### src/hdl/xsbr_pkg.sv
package xsbr_pkg;

    localparam logic [7:0] CMD_XCOMPLETE = 8'h00;
    localparam logic [7:0] CMD_XTDOMASK  = 8'h01;
    localparam logic [7:0] CMD_XSIR      = 8'h02;
    localparam logic [7:0] CMD_XRUNTEST  = 8'h04;
    localparam logic [7:0] CMD_XREPEAT   = 8'h07;
    localparam logic [7:0] CMD_XSDRSIZE  = 8'h08;
    localparam logic [7:0] CMD_XSDRTDO   = 8'h09;
    localparam logic [7:0] CMD_XSDRB     = 8'h0C;
    localparam logic [7:0] CMD_XSDRC     = 8'h0D;
    localparam logic [7:0] CMD_XSDRE     = 8'h0E;
    localparam logic [7:0] CMD_XSTATE    = 8'h12;
    localparam logic [7:0] CMD_XENDIR    = 8'h13;
    localparam logic [7:0] CMD_XENDDR    = 8'h14;

    // Highest TAP state code XSTATE may name (idle)
    localparam logic [7:0] TAP_STATE_IDLE = 8'h01;

    typedef enum logic [1:0] {
        ST_OK       = 2'd0,
        ST_BAD_CMD  = 2'd1,
        ST_BAD_DATA = 2'd2,
        ST_BAD_SIZE = 2'd3
    } status_t;

    typedef struct packed {
        logic [7:0] out_byte;
        logic       last_of_run;
        status_t    status;
        logic       done_res;
    } res_t;

endpackage

### src/hdl/xsbr_in_if.sv
interface xsbr_in_if;
    logic       valid;
    logic       ready;
    logic [7:0] in_byte;

    modport source (output valid, output in_byte, input ready);
    modport sink (input valid, input in_byte, output ready);
endinterface

### src/hdl/xsbr_out_if.sv
interface xsbr_out_if;
    logic       valid;
    logic       ready;
    logic [7:0] out_byte;
    logic       last_of_run;
    logic [1:0] status;
    logic       done_res;

    modport source (output valid, output out_byte, output last_of_run, output status,
                    output done_res, input ready);
    modport sink (input valid, input out_byte, input last_of_run, input status,
                  input done_res, output ready);
endinterface

### src/hdl/xsvf_stream_byte_reverser.sv
// Channel | Direction | Payload                                    | Item
// rx      | sink      | in_byte[7:0]                               | one stream byte
// tx      | source    | out_byte[7:0] last_of_run status[1:0] done_res | one converted byte
//
// A payload of N bytes is stored at one byte a cycle while rx is not held
// off; its last byte goes out straight from the input and the other bytes
// are then read back from the byte buffer, one read plus one push per byte.
// Reset clears the parser and unhalts; the buffer holds no reset value.
// tx stalls are absorbed by a two-entry output buffer; rx is held off only
// while that buffer is full or a readback or error push is in progress.
module xsvf_stream_byte_reverser
    import xsbr_pkg::*;
#(
    parameter int MAX_FIELD_BYTES = 32
) (
    input  logic      clk,
    input  logic      rst_n,
    xsbr_in_if.sink   rx,
    xsbr_out_if.source tx
);

    localparam int DEPTH = 2 * MAX_FIELD_BYTES;
    localparam int AW    = (DEPTH > 1) ? $clog2(DEPTH) : 1;
    localparam int LW    = $clog2(DEPTH + 1);

    logic          res_valid;
    res_t          res;
    logic          res_ready;
    logic          mem_we;
    logic [AW-1:0] mem_waddr;
    logic [7:0]    mem_wdata;
    logic          mem_re;
    logic [AW-1:0] mem_raddr;
    logic [7:0]    mem_rdata;

    res_t          slot0_reg, slot0_next;
    res_t          slot1_reg, slot1_next;
    logic [1:0]    cnt_reg, cnt_next;
    logic          push;
    logic          pop;

    xsbr_ctrl #(
        .MAX_FIELD_BYTES (MAX_FIELD_BYTES),
        .AW              (AW),
        .LW              (LW)
    ) u_ctrl (
        .clk       (clk),
        .rst_n     (rst_n),
        .rx        (rx),
        .res_valid (res_valid),
        .res       (res),
        .res_ready (res_ready),
        .mem_we    (mem_we),
        .mem_waddr (mem_waddr),
        .mem_wdata (mem_wdata),
        .mem_re    (mem_re),
        .mem_raddr (mem_raddr),
        .mem_rdata (mem_rdata)
    );

    xsbr_store #(
        .DEPTH (DEPTH),
        .AW    (AW)
    ) u_store (
        .clk   (clk),
        .we    (mem_we),
        .waddr (mem_waddr),
        .wdata (mem_wdata),
        .re    (mem_re),
        .raddr (mem_raddr),
        .rdata (mem_rdata)
    );

    assign res_ready      = (cnt_reg != 2'd2);
    assign push           = res_valid && res_ready;
    assign pop            = tx.valid && tx.ready;

    assign tx.valid       = (cnt_reg != 2'd0);
    assign tx.out_byte    = slot0_reg.out_byte;
    assign tx.last_of_run = slot0_reg.last_of_run;
    assign tx.status      = slot0_reg.status;
    assign tx.done_res    = slot0_reg.done_res;

    always_comb
    begin
        slot0_next = slot0_reg;
        slot1_next = slot1_reg;
        cnt_next   = cnt_reg;
        if (pop && push)
        begin
            if (cnt_reg == 2'd1)
            begin
                slot0_next = res;
            end
            else
            begin
                slot0_next = slot1_reg;
                slot1_next = res;
            end
        end
        else if (pop)
        begin
            slot0_next = slot1_reg;
            cnt_next   = cnt_reg - 2'd1;
        end
        else if (push)
        begin
            if (cnt_reg == 2'd0)
            begin
                slot0_next = res;
            end
            else
            begin
                slot1_next = res;
            end
            cnt_next = cnt_reg + 2'd1;
        end
    end

    always_ff @(posedge clk or negedge rst_n)
    begin
        if (!rst_n)
        begin
            cnt_reg <= 2'd0;
        end
        else
        begin
            cnt_reg <= cnt_next;
        end
    end

    always_ff @(posedge clk)
    begin
        slot0_reg <= slot0_next;
        slot1_reg <= slot1_next;
    end

    a_err_shape: assert property (@(posedge clk) disable iff (!rst_n)
        res_valid && res.status != ST_OK |-> res.out_byte == 8'h00 && res.last_of_run
            && !res.done_res)
        else $error("error item must be a zero final byte");

    a_done_shape: assert property (@(posedge clk) disable iff (!rst_n)
        res_valid && res.done_res |-> res.status == ST_OK && res.last_of_run
            && res.out_byte == 8'h00)
        else $error("completion item malformed");

    a_halt_after_done: assert property (@(posedge clk) disable iff (!rst_n)
        push && (res.done_res || res.status != ST_OK) |=> !res_valid)
        else $error("item produced after halt");

    a_buf_count: assert property (@(posedge clk) disable iff (!rst_n)
        cnt_reg != 2'd3)
        else $error("output buffer count out of range");

endmodule

### src/hdl/xsbr_store.sv
module xsbr_store #(
    parameter int DEPTH = 64,
    parameter int AW    = 6
) (
    input  logic          clk,
    input  logic          we,
    input  logic [AW-1:0] waddr,
    input  logic [7:0]    wdata,
    input  logic          re,
    input  logic [AW-1:0] raddr,
    output logic [7:0]    rdata
);

    logic [7:0] mem [DEPTH];

    always_ff @(posedge clk)
    begin
        if (we)
        begin
            mem[waddr] <= wdata;
        end
        if (re)
        begin
            rdata <= mem[raddr];
        end
    end

endmodule

### src/hdl/xsbr_ctrl.sv
module xsbr_ctrl
    import xsbr_pkg::*;
#(
    parameter int MAX_FIELD_BYTES = 32,
    parameter int AW              = 6,
    parameter int LW              = 7
) (
    input  logic          clk,
    input  logic          rst_n,
    xsbr_in_if.sink       rx,
    output logic          res_valid,
    output res_t          res,
    input  logic          res_ready,
    output logic          mem_we,
    output logic [AW-1:0] mem_waddr,
    output logic [7:0]    mem_wdata,
    output logic          mem_re,
    output logic [AW-1:0] mem_raddr,
    input  logic [7:0]    mem_rdata
);

    localparam int SCAN_LIMIT = 8 * MAX_FIELD_BYTES;

    typedef enum logic [2:0] {
        P_CMD,
        P_COPY,
        P_DROP,
        P_ENDCHK,
        P_STATECHK,
        P_SIRLEN,
        P_PAYLOAD
    } phase_t;

    typedef enum logic [1:0] {
        E_IDLE,
        E_ERR,
        E_RD,
        E_PUSH
    } eng_t;

    phase_t         phase_reg, phase_next;
    eng_t           eng_reg, eng_next;
    logic           halted_reg, halted_next;
    logic           is_size_reg, is_size_next;
    logic [1:0]     arg_idx_reg, arg_idx_next;
    logic [31:0]    scan_reg, scan_next;
    logic [LW-1:0]  len_reg, len_next;
    logic [LW-1:0]  rem_reg, rem_next;
    logic [AW-1:0]  rd_ptr_reg, rd_ptr_next;
    status_t        err_reg, err_next;

    logic           accept;
    logic [7:0]     b;
    logic [31:0]    scan_shift;
    logic [LW-1:0]  scan_bytes;
    logic [LW-1:0]  start_len;
    logic [5:0]     sir_bytes;

    assign rx.ready = halted_reg || (eng_reg == E_IDLE && res_ready);
    assign accept   = rx.valid && rx.ready;
    assign b        = rx.in_byte;

    // Scan length stays within the buffer whenever a payload command uses it
    assign scan_bytes = LW'(scan_reg[LW+2:3]) + LW'(scan_reg[2:0] != 3'd0);
    assign scan_shift = {scan_reg[23:0], b};
    assign sir_bytes  = {1'b0, b[7:3]} + 6'(b[2:0] != 3'd0);

    always_comb
    begin
        start_len = '0;
        if (phase_reg == P_SIRLEN)
        begin
            start_len = LW'(sir_bytes);
        end
        else if (b == CMD_XSDRTDO)
        begin
            start_len = {scan_bytes[LW-2:0], 1'b0};
        end
        else
        begin
            start_len = scan_bytes;
        end
    end

    always_comb
    begin
        phase_next   = phase_reg;
        eng_next     = eng_reg;
        halted_next  = halted_reg;
        is_size_next = is_size_reg;
        arg_idx_next = arg_idx_reg;
        scan_next    = scan_reg;
        len_next     = len_reg;
        rem_next     = rem_reg;
        rd_ptr_next  = rd_ptr_reg;
        err_next     = err_reg;

        res_valid       = 1'b0;
        res.out_byte    = b;
        res.last_of_run = 1'b1;
        res.status      = ST_OK;
        res.done_res    = 1'b0;

        mem_we    = 1'b0;
        mem_waddr = AW'(len_reg - rem_reg);
        mem_wdata = b;
        mem_re    = 1'b0;
        mem_raddr = rd_ptr_reg;

        case (eng_reg)
            E_IDLE:
            begin
                if (accept && !halted_reg)
                begin
                    case (phase_reg)
                        P_CMD:
                        begin
                            is_size_next = (b == CMD_XSDRSIZE);
                            case (b)
                                CMD_XCOMPLETE:
                                begin
                                    res_valid    = 1'b1;
                                    res.out_byte = 8'h00;
                                    res.done_res = 1'b1;
                                    halted_next  = 1'b1;
                                end
                                CMD_XTDOMASK, CMD_XSDRB, CMD_XSDRC, CMD_XSDRE, CMD_XSDRTDO:
                                begin
                                    res_valid = 1'b1;
                                    if (start_len != '0)
                                    begin
                                        len_next   = start_len;
                                        rem_next   = start_len;
                                        phase_next = P_PAYLOAD;
                                    end
                                end
                                CMD_XSIR:
                                begin
                                    res_valid  = 1'b1;
                                    phase_next = P_SIRLEN;
                                end
                                CMD_XRUNTEST, CMD_XSDRSIZE:
                                begin
                                    res_valid    = 1'b1;
                                    arg_idx_next = 2'd0;
                                    phase_next   = P_COPY;
                                end
                                CMD_XREPEAT:
                                begin
                                    phase_next = P_DROP;
                                end
                                CMD_XSTATE:
                                begin
                                    res_valid  = 1'b1;
                                    phase_next = P_STATECHK;
                                end
                                CMD_XENDIR, CMD_XENDDR:
                                begin
                                    phase_next = P_ENDCHK;
                                end
                                default:
                                begin
                                    res_valid    = 1'b1;
                                    res.out_byte = 8'h00;
                                    res.status   = ST_BAD_CMD;
                                    halted_next  = 1'b1;
                                end
                            endcase
                        end
                        P_COPY:
                        begin
                            res_valid    = 1'b1;
                            arg_idx_next = arg_idx_reg + 2'd1;
                            if (is_size_reg)
                            begin
                                scan_next = scan_shift;
                            end
                            if (arg_idx_reg == 2'd3)
                            begin
                                phase_next = P_CMD;
                                if (is_size_reg && scan_shift > 32'(SCAN_LIMIT))
                                begin
                                    res.last_of_run = 1'b0;
                                    err_next        = ST_BAD_SIZE;
                                    eng_next        = E_ERR;
                                end
                            end
                        end
                        P_DROP:
                        begin
                            phase_next = P_CMD;
                        end
                        P_ENDCHK:
                        begin
                            if (b != 8'h00)
                            begin
                                res_valid    = 1'b1;
                                res.out_byte = 8'h00;
                                res.status   = ST_BAD_DATA;
                                halted_next  = 1'b1;
                            end
                            phase_next = P_CMD;
                        end
                        P_STATECHK:
                        begin
                            res_valid = 1'b1;
                            if (b > TAP_STATE_IDLE)
                            begin
                                res.out_byte = 8'h00;
                                res.status   = ST_BAD_DATA;
                                halted_next  = 1'b1;
                            end
                            phase_next = P_CMD;
                        end
                        P_SIRLEN:
                        begin
                            res_valid  = 1'b1;
                            phase_next = P_CMD;
                            if ({1'b0, b} > 9'(SCAN_LIMIT))
                            begin
                                res.last_of_run = 1'b0;
                                err_next        = ST_BAD_SIZE;
                                eng_next        = E_ERR;
                            end
                            else if (start_len != '0)
                            begin
                                len_next   = start_len;
                                rem_next   = start_len;
                                phase_next = P_PAYLOAD;
                            end
                        end
                        P_PAYLOAD:
                        begin
                            mem_we   = 1'b1;
                            rem_next = rem_reg - LW'(1);
                            if (rem_reg == LW'(1))
                            begin
                                // Last byte goes out first, straight from the input
                                res_valid       = 1'b1;
                                res.last_of_run = (len_reg == LW'(1));
                                phase_next      = P_CMD;
                                if (len_reg != LW'(1))
                                begin
                                    rd_ptr_next = AW'(len_reg - LW'(2));
                                    eng_next    = E_RD;
                                end
                            end
                        end
                        default:
                        begin
                            phase_next = P_CMD;
                        end
                    endcase
                end
            end
            E_ERR:
            begin
                res_valid    = 1'b1;
                res.out_byte = 8'h00;
                res.status   = err_reg;
                if (res_ready)
                begin
                    halted_next = 1'b1;
                    eng_next    = E_IDLE;
                end
            end
            E_RD:
            begin
                mem_re   = 1'b1;
                eng_next = E_PUSH;
            end
            E_PUSH:
            begin
                res_valid       = 1'b1;
                res.out_byte    = mem_rdata;
                res.last_of_run = (rd_ptr_reg == '0);
                if (res_ready)
                begin
                    if (rd_ptr_reg == '0)
                    begin
                        eng_next = E_IDLE;
                    end
                    else
                    begin
                        rd_ptr_next = rd_ptr_reg - AW'(1);
                        eng_next    = E_RD;
                    end
                end
            end
            default:
            begin
                eng_next = E_IDLE;
            end
        endcase
    end

    always_ff @(posedge clk or negedge rst_n)
    begin
        if (!rst_n)
        begin
            phase_reg   <= P_CMD;
            eng_reg     <= E_IDLE;
            halted_reg  <= 1'b0;
            is_size_reg <= 1'b0;
            arg_idx_reg <= '0;
            scan_reg    <= '0;
            len_reg     <= '0;
            rem_reg     <= '0;
            rd_ptr_reg  <= '0;
            err_reg     <= ST_OK;
        end
        else
        begin
            phase_reg   <= phase_next;
            eng_reg     <= eng_next;
            halted_reg  <= halted_next;
            is_size_reg <= is_size_next;
            arg_idx_reg <= arg_idx_next;
            scan_reg    <= scan_next;
            len_reg     <= len_next;
            rem_reg     <= rem_next;
            rd_ptr_reg  <= rd_ptr_next;
            err_reg     <= err_next;
        end
    end

endmodule
### src/flat_wrapper.sv
// flat-port wrapper written by rule: the top's interface ports become plain ports
module xsvf_stream_byte_reverser_flat import xsbr_pkg::*;
#(
    parameter int MAX_FIELD_BYTES = 32
)
  (clk, rst_n, rx_valid, rx_in_byte, rx_ready, tx_valid, tx_out_byte, tx_last_of_run, tx_status, tx_done_res, tx_ready);
  xsbr_in_if rx_i ();
  xsbr_out_if tx_i ();
  input  logic clk;
  input  logic rst_n;
  input wire logic [$bits(rx_i.valid)-1:0] rx_valid;
  input wire logic [$bits(rx_i.in_byte)-1:0] rx_in_byte;
  output wire logic [$bits(rx_i.ready)-1:0] rx_ready;
  output wire logic [$bits(tx_i.valid)-1:0] tx_valid;
  output wire logic [$bits(tx_i.out_byte)-1:0] tx_out_byte;
  output wire logic [$bits(tx_i.last_of_run)-1:0] tx_last_of_run;
  output wire logic [$bits(tx_i.status)-1:0] tx_status;
  output wire logic [$bits(tx_i.done_res)-1:0] tx_done_res;
  input wire logic [$bits(tx_i.ready)-1:0] tx_ready;
  assign rx_i.valid = rx_valid;
  assign rx_i.in_byte = rx_in_byte;
  assign rx_ready = rx_i.ready;
  assign tx_valid = tx_i.valid;
  assign tx_out_byte = tx_i.out_byte;
  assign tx_last_of_run = tx_i.last_of_run;
  assign tx_status = tx_i.status;
  assign tx_done_res = tx_i.done_res;
  assign tx_i.ready = tx_ready;
  xsvf_stream_byte_reverser #(.MAX_FIELD_BYTES(MAX_FIELD_BYTES)) u_core (.clk(clk), .rst_n(rst_n), .rx(rx_i), .tx(tx_i));
endmodule
### config.mk
export PLATFORM = sky130hd
export DESIGN_NAME = xsvf_stream_byte_reverser_flat
export DESIGN_NICKNAME = d
export VERILOG_FILES = /design/src/hdl/xsbr_pkg.sv /design/src/hdl/xsbr_in_if.sv /design/src/hdl/xsbr_out_if.sv /design/src/hdl/xsvf_stream_byte_reverser.sv /design/src/hdl/xsbr_store.sv /design/src/hdl/xsbr_ctrl.sv /design/src/flat_wrapper.sv
export SDC_FILE = /design/constraint.sdc
export NUM_CORES = 1
export LEC_CHECK = 0
export BUFFER_PORTS_ARGS = -buffer_cell sky130_fd_sc_hd__buf_2
export CAP_MARGIN = 20
export CORE_MARGIN = 2
export CORE_UTILIZATION = 55
export DETAILED_ROUTE_END_ITERATION = 10
export PLACE_DENSITY = 0.74
export SLEW_MARGIN = 20
export SYNTH_ARGS = -nofsm -noshare
export SYNTH_HDL_FRONTEND = slang
export SYNTH_SLANG_ARGS = --single-unit
export TNS_END_PERCENT = 1
### constraint.sdc
create_clock -name clk -period 3.12 [get_ports clk]
set_clock_uncertainty 0.1 [all_clocks]
set_input_delay 0.312 -clock clk [delete_from_list [all_inputs] [get_ports clk]]
set_output_delay 0.312 -clock clk [all_outputs]
set_load 0.005 [all_outputs]
Word-level counts from Yosys, hierarchy flattened
Memory sizes are Yosys's and may differ from the RTL's. A register that Yosys moved wholly into a read port is not among the register bits. Index checks and enable logic that the tools add are counted.

Bits in registers: 81. RAM bits: 512. Bits of input ports: 12. Output and inout port bits: 14. Logic and storage cells: 230. Memories kept: 1.

Memory list: u_core.u_store.mem (words 64, width 8, read ports 1, clocked after memory_dff 1, wr ports 1, line xsbr_store.sv:14) `logic [7:0] mem [DEPTH];`.

Add/sub/neg operators: 9. Magnitude comparators: 3. Eq/ne operators: 55. Muxes and demuxes: 92. Bitwise gates (word level): 1. Reductions and logical operators: 50.

Operator list (count): 12-bit 2-to-1 mux (11); 7-bit 2-to-1 mux (8); 8-bit case mux with 3 select lines (2); 8-bit by 4-bit == test with 1-bit output, second input constant (5); 6-bit 2-to-1 mux (6); 2-bit 2-to-1 mux (17); 32-bit by 9-bit > comparator with 1-bit output, second input constant (1); 8-bit by 5-bit == test with 1-bit output, second input constant (3); 8-bit 2-to-1 mux (3); 3-bit != test, second input constant (8); 1-bit 2-to-1 mux (23); 7-bit case mux with 3 select lines (1); 2-bit by 1-bit != test with 1-bit output, second input constant (10); 3-bit case mux with 6 select lines (1); 8-bit by 3-bit == test with 1-bit output, second input constant (2); 2-bit != test, second input constant (8); 2-bit nonzero test (8); 3-bit 2-to-1 mux (5); 3-bit nonzero test (5); 7-bit by 1-bit == test with 1-bit output, second input constant (2); 7-bit by 1-bit != test with 1-bit output, second input constant (2); 7-bit case mux with 2 select lines (1); 7-bit AND reduction (2); 13-bit OR reduction (1); other kinds (47) (75).

Depth between registers and ports, before layout
Depth after elaboration: 11. Mapped depth: 14. Depth with buffers taken out: 13.

Cells and area by module
From an unflattened synthesis, not the netlist that was laid out.

Cells, all modules: 1473. Area, all modules: 25466.9 µm².

Modules (own cells, without submodules): xsbr_store (instances 1, cells an instance 972, area an instance 20270.7 µm², sequential area each 15615.0 µm²); xsbr_ctrl (instances 1, cells an instance 440, area an instance 4060.1 µm², sequential area each 1351.3 µm²); xsvf_stream_byte_reverser (instances 1, cells an instance 61, area an instance 1136.1 µm², sequential area each 770.7 µm²).

Least setup slack after synthesis
Ideal clock, no wire load.

Path type: input-to-reg. From: in rx_in_byte[2]. To: reg u_core.slot1_reg[0] in the netlist's numbering (enable). Data arrival time: 2891 ps. Required time: 2638 ps. Slack: -253 ps. Stages on the path: 11. Cells stage by stage: buf_6 > clkbuf_1 > nor3b_1 > o21ai_0 > a2111oi_0 > o21ai_0 > a21oi_1 > nor2_1 > ha_1 > o41ai_1 > nor2b_1.

Longest elaborated chain between the ends: 10.

Ends and longest elaborated chain: start, declared (line flat_wrapper.sv:12) `input wire logic [$bits(rx_i.in_byte)-1:0] rx_in_byte;`; 8-bit by 5-bit == test with 1-bit output / 8-bit by 3-bit == test with 1-bit output (equally long branches) (line xsbr_ctrl.sv:119) `case (b)`; 3-bit OR reduction (no line); 1-bit 2-to-1 mux (line xsbr_ctrl.sv:119); 1-bit case mux with 4 select lines (*) (line xsbr_ctrl.sv:115) `case (phase_reg)`; 1-bit 2-to-1 mux (*) (line xsbr_ctrl.sv:113) `if (accept && !halted_reg)`; 1-bit case mux with 2 select lines (*) (line xsbr_ctrl.sv:110) `case (eng_reg)`; 1-bit logical AND (*) (line xsvf_stream_byte_reverser.sv:75) `assign push = res_valid && res_ready;`; 1-bit logical AND (line xsvf_stream_byte_reverser.sv:89) `if (pop && push)`; 2-bit != test (no line), or another cell as far along; 4-bit AND reduction (no line) (*); end signal, assigned (line xsvf_stream_byte_reverser.sv:135) `slot1_reg <= slot1_next;`; end, declared (line xsvf_stream_byte_reverser.sv:37) `res_t slot1_reg, slot1_next;`.

Mark *: on every way between the ends. The rest lies on a longest branch, timed or not. A chain may end at the register's enable or synchronous reset.

Worst setup path after layout
From: reg u_core.u_ctrl.len_reg[0]. To: mem u_core.u_store.mem[32][0] (enable).

Longest elaborated chain between the ends: 1.

Ends and longest elaborated chain: start, declared (line xsbr_ctrl.sv:47) `logic [LW-1:0] len_reg, len_next;`; start signal, assigned (line xsbr_ctrl.sv:320) `len_reg <= len_next;`; 6-bit subtractor (line xsbr_ctrl.sv:105) `mem_waddr = AW'(len_reg - rem_reg);`; end, declared (line xsbr_store.sv:14).

Every way passes these cells.

==> impl_metrics.toml <==
[sta]
period_minus_slack_ns = 3.080
finalMaxSlewViolations = 0
hold_viol = 0
rsz0062_at_grt = "yes"
finalSetupViolCount = 0
max_freq_mhz = 324.7
tightest_slew_ns = 0.7757
holdWs_ns = 0.1153
fin_crit_sh_pct = 98.71
max_slew_margin_pct = 48.28

[clocking]
tritoncts = "done"
clk_latency_ns = 0.61
cts_sinks = 600
post_cts_buffers = 0
clk_pin_slew_ns = 0.06
clockBufferDepth = 3
cts_buffers = 57
htree_levels = 2
root_buffer = "clkbuf_16"

[drt]
drtIter0Drc = 1533
first_pass_iters = 7
wl_um = 59240
drc_errors = 0
ant_nets = 0
viasPerCell = 6.300
post_drt_wl_per_cell_um = 25.51
num_vias = 14630

[global_routing]
antenna_found_initial = 2
grt_overflow = 0
grt_max_degree = 66
grt_use_total_pct = 25.22
grt_pass1_vias = 14840
grt_pass1_wl_um = 89520

[critical_path]
reg2reg_depth = 12
startpoint_type = "flop"
r2r_end = "u_core.u_store.mem[32][0]$_DFFE_PP_"
cp.arrival_ns = 3.30
regToRegSetupSlack_ns = 0.04
end_kind = "flop"
cp_max_fo = 8
endpoint = "u_core.u_store.mem[32][0]$_DFFE_PP_"
path_class = "reg -> reg"
r2r_start = "u_core.u_ctrl.len_reg[0]$_DFFE_PN0P_"
cp.required_ns = 3.34
startpoint = "u_core.u_ctrl.len_reg[0]$_DFFE_PN0P_"

[pwr]
seqPwrFrac_pct = 54.6
pwr-share-clk_pct = 41.6
comb_power_share_pct = 3.8
p_sw_mw = 3.343
p_sw_share_pct = 20.59
intPower_mw = 12.89
power.total_mw = 16.23
ir_drop_uv = 559.2
leakage_nw = 9.778
power_density_nw_per_um2 = 557.1

[die]
dieArea_sq_um = 47600
start_util_pct = 55.71
num_rows = 78
die_h_um = 218.2
dieWidth_um = 218.2
coreArea_sq_um = 45280
io-pin-count = 26

[layout]
areaGrowthSynthToFinish_pct = 15.49
layout.nets = 1708
largest_reg_flops = 512
drive_gt1_share_pct = 26.34

[synthesis]
synth_top_area_cell = "edfxtp_1"
ys_ff_latch = 600
async_reset_ff_share_pct = 9.333
syn_inst = 1492
synth_most_common_cell = "edfxtp_1"
synth_area_leaders = "edfxtp_1 65%, mux4_2 8.8%, dfrtp_1 5.6%, mux2i_1 3.6%, nor2_1 1.7%"
yosys_warnings = 0
syn_nets = 1528
ys_types = 78
synth_top_cell_area_share_pct = 64.75
syn_area_per_cell_sq_um = 16.91
ys_seq_area_share_pct = 70.31
synthTopCellsByCount = "544 x edfxtp_1, 115 x nor2_1, 99 x mux4_2"
synth_edf_count = 544
synth_area_sq_um = 25230
synthFlopType = "edfxtp_1"

[placement]
port_buffers = 25
place_congestion = 0.9065
hpwl_um = 37880

[min_path]
hp-class = "in -> reg"

[status]
status = "complete, no violations"

[flow_run]
drv_cap = 0
## power by group through the flow
stage / logic [mW] / registers, mW / clock network [mW]
after floorplan: 0.293 / 9.03 / 0
after global placement: 0.597 / 9.03 / 0
after detailed placement: 0.621 / 9.03 / 0
after CTS: 0.627 / 8.86 / 6.83
after global routing: 0.687 / 8.86 / 7.15
final: 0.624 / 8.86 / 6.74
## metal layers
layer,global-route usage (%),up-vias,wire [um]
li1,-,6348,-
met1,34.13,7438,23590
met2,40.76,685,28740
met3,5.024,155,4683
met4,9.796,2,2215
met5,0,-,11
## worst min path at each step
stage,startpoint,endpoint,depth (start not counted),slack [ns]
3_5_place_dp,rst_n,u_core.u_ctrl.scan_reg[13]$_DFFE_PN0P_,1,0.26
6_report,rx_in_byte[5],u_core.u_ctrl.is_size_reg$_DFFE_PN0P_,4,0.12
5_1_grt,rx_in_byte[5],u_core.u_ctrl.is_size_reg$_DFFE_PN0P_,4,0.11
2_1_floorplan,rst_n,u_core.cnt_reg[0]$_DFFE_PN0P_,0,-0.08
4_1_cts,rx_in_byte[5],u_core.u_ctrl.is_size_reg$_DFFE_PN0P_,4,0.08
3_3_place_gp,rst_n,u_core.u_ctrl.scan_reg[13]$_DFFE_PN0P_,1,0.24
## logic make-up after synthesis
kind of cell / Yosys count / synth area share, %
DFF: 600 / 70.31
and+or+nand+nor: 282 / 5.441
muxes: 230 / 14.24
AOI/OAI and AO/OA: 221 / 6.046
buffers and inverters: 111 / 1.914
xor gates and xnor gates: 24 / 0.8332
adders and majority gates: 24 / 1.220
## per-stage QoR
step / instance area, sq um / TNS, ns / cells / util (%) / setup slack [ns]
after floorplan: 25230 / 0 / 1492 / - / 0.03465
after global placement: 27220 / -0.7860 / 2212 / 60.11 / -0.05620
after detailed placement: 27220 / -3.101 / 2212 / 60.11 / -0.07990
after CTS: 29060 / 0 / 2320 / 64.17 / 0.02239
after global routing: 29130 / -2.797 / 2320 / 64.33 / -0.08244
final: 29140 / 0 / 2322 / 64.34 / 0.04039
## critical path, cell delays in order, from the launching register on
cell,delay (ns)
dfrtp_1,0.39
inv_1,0.10
ha_1,0.20
inv_1,0.07
fa_1,0.48
nand2_1,0.09
nand2_1,0.05
a21oi_1,0.24
xnor2_1,0.15
nor2_2,0.19
nand3_2,0.20
nor2_1,0.29
buf_4,0.24
## layout by cell type (no fill, tap or decap), types with 6 or more instances in the layout
cell type / n
nor4_1: 13
nor3_1: 24
a21oi_1: 42
xnor2_1: 12
xor2_1: 11
nand4_1: 6
a31oi_1: 9
o31ai_1: 6
mux4_2: 99
o21ai_1: 6
ha_1: 22
dfrtp_1: 54
clkinv_2: 10
clkbuf_1: 10
nand3_1: 25
buf_4: 165
mux2_2: 36
clkbuf_16: 58
clkinv_1: 17
buf_12: 12
mux2i_1: 90
o221ai_1: 43
nor2b_1: 6
nor2_1: 113
inv_1: 28
buf_2: 25
nand2_1: 45
nand2b_1: 8
a22o_1: 8
edfxtp_1: 544
o22ai_1: 26
o21ai_0: 31
## area by class of cell
class | instances | area, sq um
Tap cell | 600 | 750.7
Clock inverter | 39 | 327.8
Fill cell | 3134 | 16150
Antenna cell | 2 | 5.005
Timing Repair Buffer | 203 | 1614
Sequential cell | 600 | 17740
Multi-Input combinational cell | 781 | 7097
Clock buffer | 68 | 1489
Inverter | 29 | 108.9
## repair_timing
action,4_1_cts,5_1_grt
pin swaps,0,1
hold buffers,1,0
setup endpoints to repair,81,539
endpoints found under the hold margin,25,0
resized for setup,4,17
Note: power is estimated with default switching activity, not from simulation.
